==> src/rtl/rpn_ram.sv <==
`default_nettype none

module rpn_ram #(
    parameter int WIDTH  = 32,
    parameter int DEPTH  = 128,
    parameter int ADDR_W = $clog2(DEPTH)
) (
    input  wire logic              i_clk,
    input  wire logic              i_we,
    input  wire logic [ADDR_W-1:0] i_waddr,
    input  wire logic [WIDTH-1:0]  i_wdata,
    input  wire logic [ADDR_W-1:0] i_raddr,
    output logic      [WIDTH-1:0]  o_rdata
);

    logic [WIDTH-1:0] r_mem [DEPTH];

    always_ff @(posedge i_clk) begin
        if (i_we) begin
            r_mem[i_waddr] <= i_wdata;
        end
        o_rdata <= r_mem[i_raddr];
    end

endmodule

`default_nettype wire

==> config.mk <==
export PLATFORM = sky130hd
export DESIGN_NAME = rpn_ram
export DESIGN_NICKNAME = d
export VERILOG_FILES = /design/src/rtl/rpn_ram.sv
export SDC_FILE = /design/constraint.sdc
export NUM_CORES = 2
export LEC_CHECK = 0
export BUFFER_PORTS_ARGS = -buffer_cell sky130_fd_sc_hd__buf_2
export CORE_MARGIN = 10
export CORE_UTILIZATION = 55
export DETAILED_ROUTE_END_ITERATION = 10
export PLACE_DENSITY = 0.67
export SLEW_MARGIN = 20
export SYNTH_ARGS = -nofsm -noshare
export SYNTH_HDL_FRONTEND = slang
export SYNTH_SLANG_ARGS = --single-unit
export TNS_END_PERCENT = 30
==> constraint.sdc <==
create_clock -name i_clk -period 5.8 [get_ports i_clk]
set_input_delay 1.16 -clock i_clk [delete_from_list [all_inputs] [get_ports i_clk]]
set_output_delay 1.16 -clock i_clk [all_outputs]
set_load 0.005 [all_outputs]
==> out/metrics.yaml <==
crit_required_ns: 6.61
layout_common_cells: "edfxtp_1, mux4_2, clkbuf_16"
whs_ns: 0.682
synth_area_leaders: "edfxtp_1, mux4_2, clkbuf_1, dfxtp_1, nor2_1"
critical_path_class: "input pin to flip-flop"
cts_buffer_depth: 4
viasPerCell: 6.75
crit_chain: "buf_12 > buf_12 > buf_4 > mux4_2 > mux4_2 > mux4_2 > mux2_2"
coreArea_mm2: 0.283
fin_nets: 6544
synth_top_area_share_pct: 78.7
layout_commonest_cell: "edfxtp_1"
power.density_mw_per_mm2: 351
ys_ff_latch: 4128
synth_area_mm2: 0.156
netSwitchingPower_mw: 13.1
gp_congestion: 0.820
p_sw_share_pct: 21.1
status: "finished clean"
cts_resized: 0
grt_pass1_vias: 72000
max-vdd-ir-drop_mv: 0.327
postPlaceCellArea_mm2: 0.164
reg2reg_slack_ns: 3.11
dieArea_mm2: 0.306
synth.distinct_cells: 17
finalSetupTns_ns: 0
crit_path_start: "i_raddr[0]"
setup_ws_ns: 1.96
clock_latency_ns: 0.92
place_hpwl_um: 235000
cts_hold_buf: 0
drt_first_pass_iters: 5
slew_headroom_pct: 20.1
post_cts_buffers: 0
drt_wl_total_um: 413000
r2r_cells: 4
p_total_mw: 62.3
max_freq_mhz: 261
period_share_pct: 66.2
htreeDepth: 5
fp-row-count: 195
syn_to_final_growth_pct: 13.7
hold_viol: 0
via_count: 71700
ys_warn_count: 0
synth_seq_area_share_pct: 79.1
grt_max_degree: 98
period_minus_slack_ns: 3.84
finalSetupViolCount: 0
grt-ovfl-total: 0
antenna_left: 0
fp.dieH_um: 553
maxCapViolations: 0
numCtsBuffers: 410
synth_top_cell_by_area: "edfxtp_1"
cts_sinks: 4128
crit_arrival_ns: 4.65
worst_setup_path_end_kind: "flip-flop"
final_area_mm2: 0.178
clockRootBuffer: "clkbuf_16"
skew_ns: 0.0470
io_buffers: 79
cpMostUsedCell: "mux4_2"
cts_tree: "yes"
drive_gt1_share_pct: 36.6
dpl_worst_slack_ns: 1.02
rsz0062_at_grt: "no"
track_usage_pct: 26.9
start_util_pct: 55.3
tightestPinTransition_ns: 1.19
finalMaxSlewViolations: 0
grt_pass1_wl_um: 577000
hp-class: "input pin to flip-flop"
die_w_um: 553
drtIter0Drc: 10800
power_frac_seq_pct: 53.1
reg2reg_from: "r_mem[71][4]"
leakage_nw: 54.7
antenna_found_initial: 54
synthCells: 5990
power.share.clock_pct: 41.7
intPower_mw: 49.2
avgRoutedWirePerCell_um: 38.9
slowest_delay_ns: 0.62
drcViolationCount: 0
syn_nets: 6038
power_frac_comb_pct: 5.2
hold_start: "i_wdata[10]"
clk_pin_slew_worst_paths_ns: 0.07
worstPathMaxFanout: 65
slowest_stage: "mux4_2"
timing.rr.end: "o_rdata[4]"
ios: 80
critPathCapture: "o_rdata[27]"
start_kind: "input pin"
avgSynthCellArea_um2: 26.1
power groups by stage:
stage	sequential, mW	clock (mW)	combinational [mW]
after global routing	33.1	27.5	3.36
after detailed placement	33.7	0	3.25
final	33.1	26.0	3.25
after CTS	33.1	26.3	3.26
after floorplan	33.6	0	1.59
after global placement	33.7	0	3.20
state kept, by name, indices dropped and copies added (netlist names):
signal and flops:
o_rdata 32, r_mem 4096
metrics by stage:
step           utilization [%]  cells
4_1_cts                   62.8  10600
3_5_place_dp              58.2   9826
6_report                  62.9  10600
3_3_place_gp              58.2   9826
2_1_floorplan                -   5990
5_1_grt                   62.9  10600
how the worst min path moves through the flow:
stage                          endpoint  slack [ns]  depth (start not counted)
after floorplan              o_rdata[0]        1.07                          4
after global placement      o_rdata[24]        1.13                          4
after detailed placement    o_rdata[28]        1.14                          4
after CTS                 r_mem[65][21]        0.74                          1
after global routing      r_mem[45][10]        0.66                          1
final                     r_mem[45][10]        0.68                          1
cell families after synthesis:
kind of cell / Yosys count / share of synthesized area, %
AND/OR/NAND/NOR: 170 / 0.446
flip-flops: 4128 / 79.1
buffers and inverters: 316 / 0.839
multiplexers: 1376 / 19.6
cell type report:
type / count / area (µm²)
Antenna cell: 35 / 87.6
Timing Repair Buffer: 410 / 3850
Sequential cell: 4128 / 124000
Clock inverter: 243 / 2310
Multi-Input combinational cell: 1546 / 32300
Fill cell: 18200 / 105000
Clock buffer: 510 / 10800
Tap cell: 3743 / 4680
per-layer routing:
metal  up-vias  GRT usage, %  wire [µm]
met5         -             0        268
met4        40          10.7      17900
met3       675          6.01      44200
met2      4389          42.2     200000
met1     39100          37.3     151000
li1      27500             -          -
critical path, delay by kind of cell:
family	cells	cell delay, ns
muxes	4	2.04
buffers and inverters	3	1.18
synthesized netlist by cell type:
cell      count
buf_1        50
clkbuf_1    182
buf_2        79
nand3_1      12
nor2_1      122
buf_4         3
or3_1         1
nor3_1        9
nand2b_1      2
nor2b_1       7
nand4_1       3
dfxtp_1      32
mux2_2       32
edfxtp_1   4096
mux4_2     1344
nand2_1      14
buf_6         2
(Power assumes the default switching activity.)
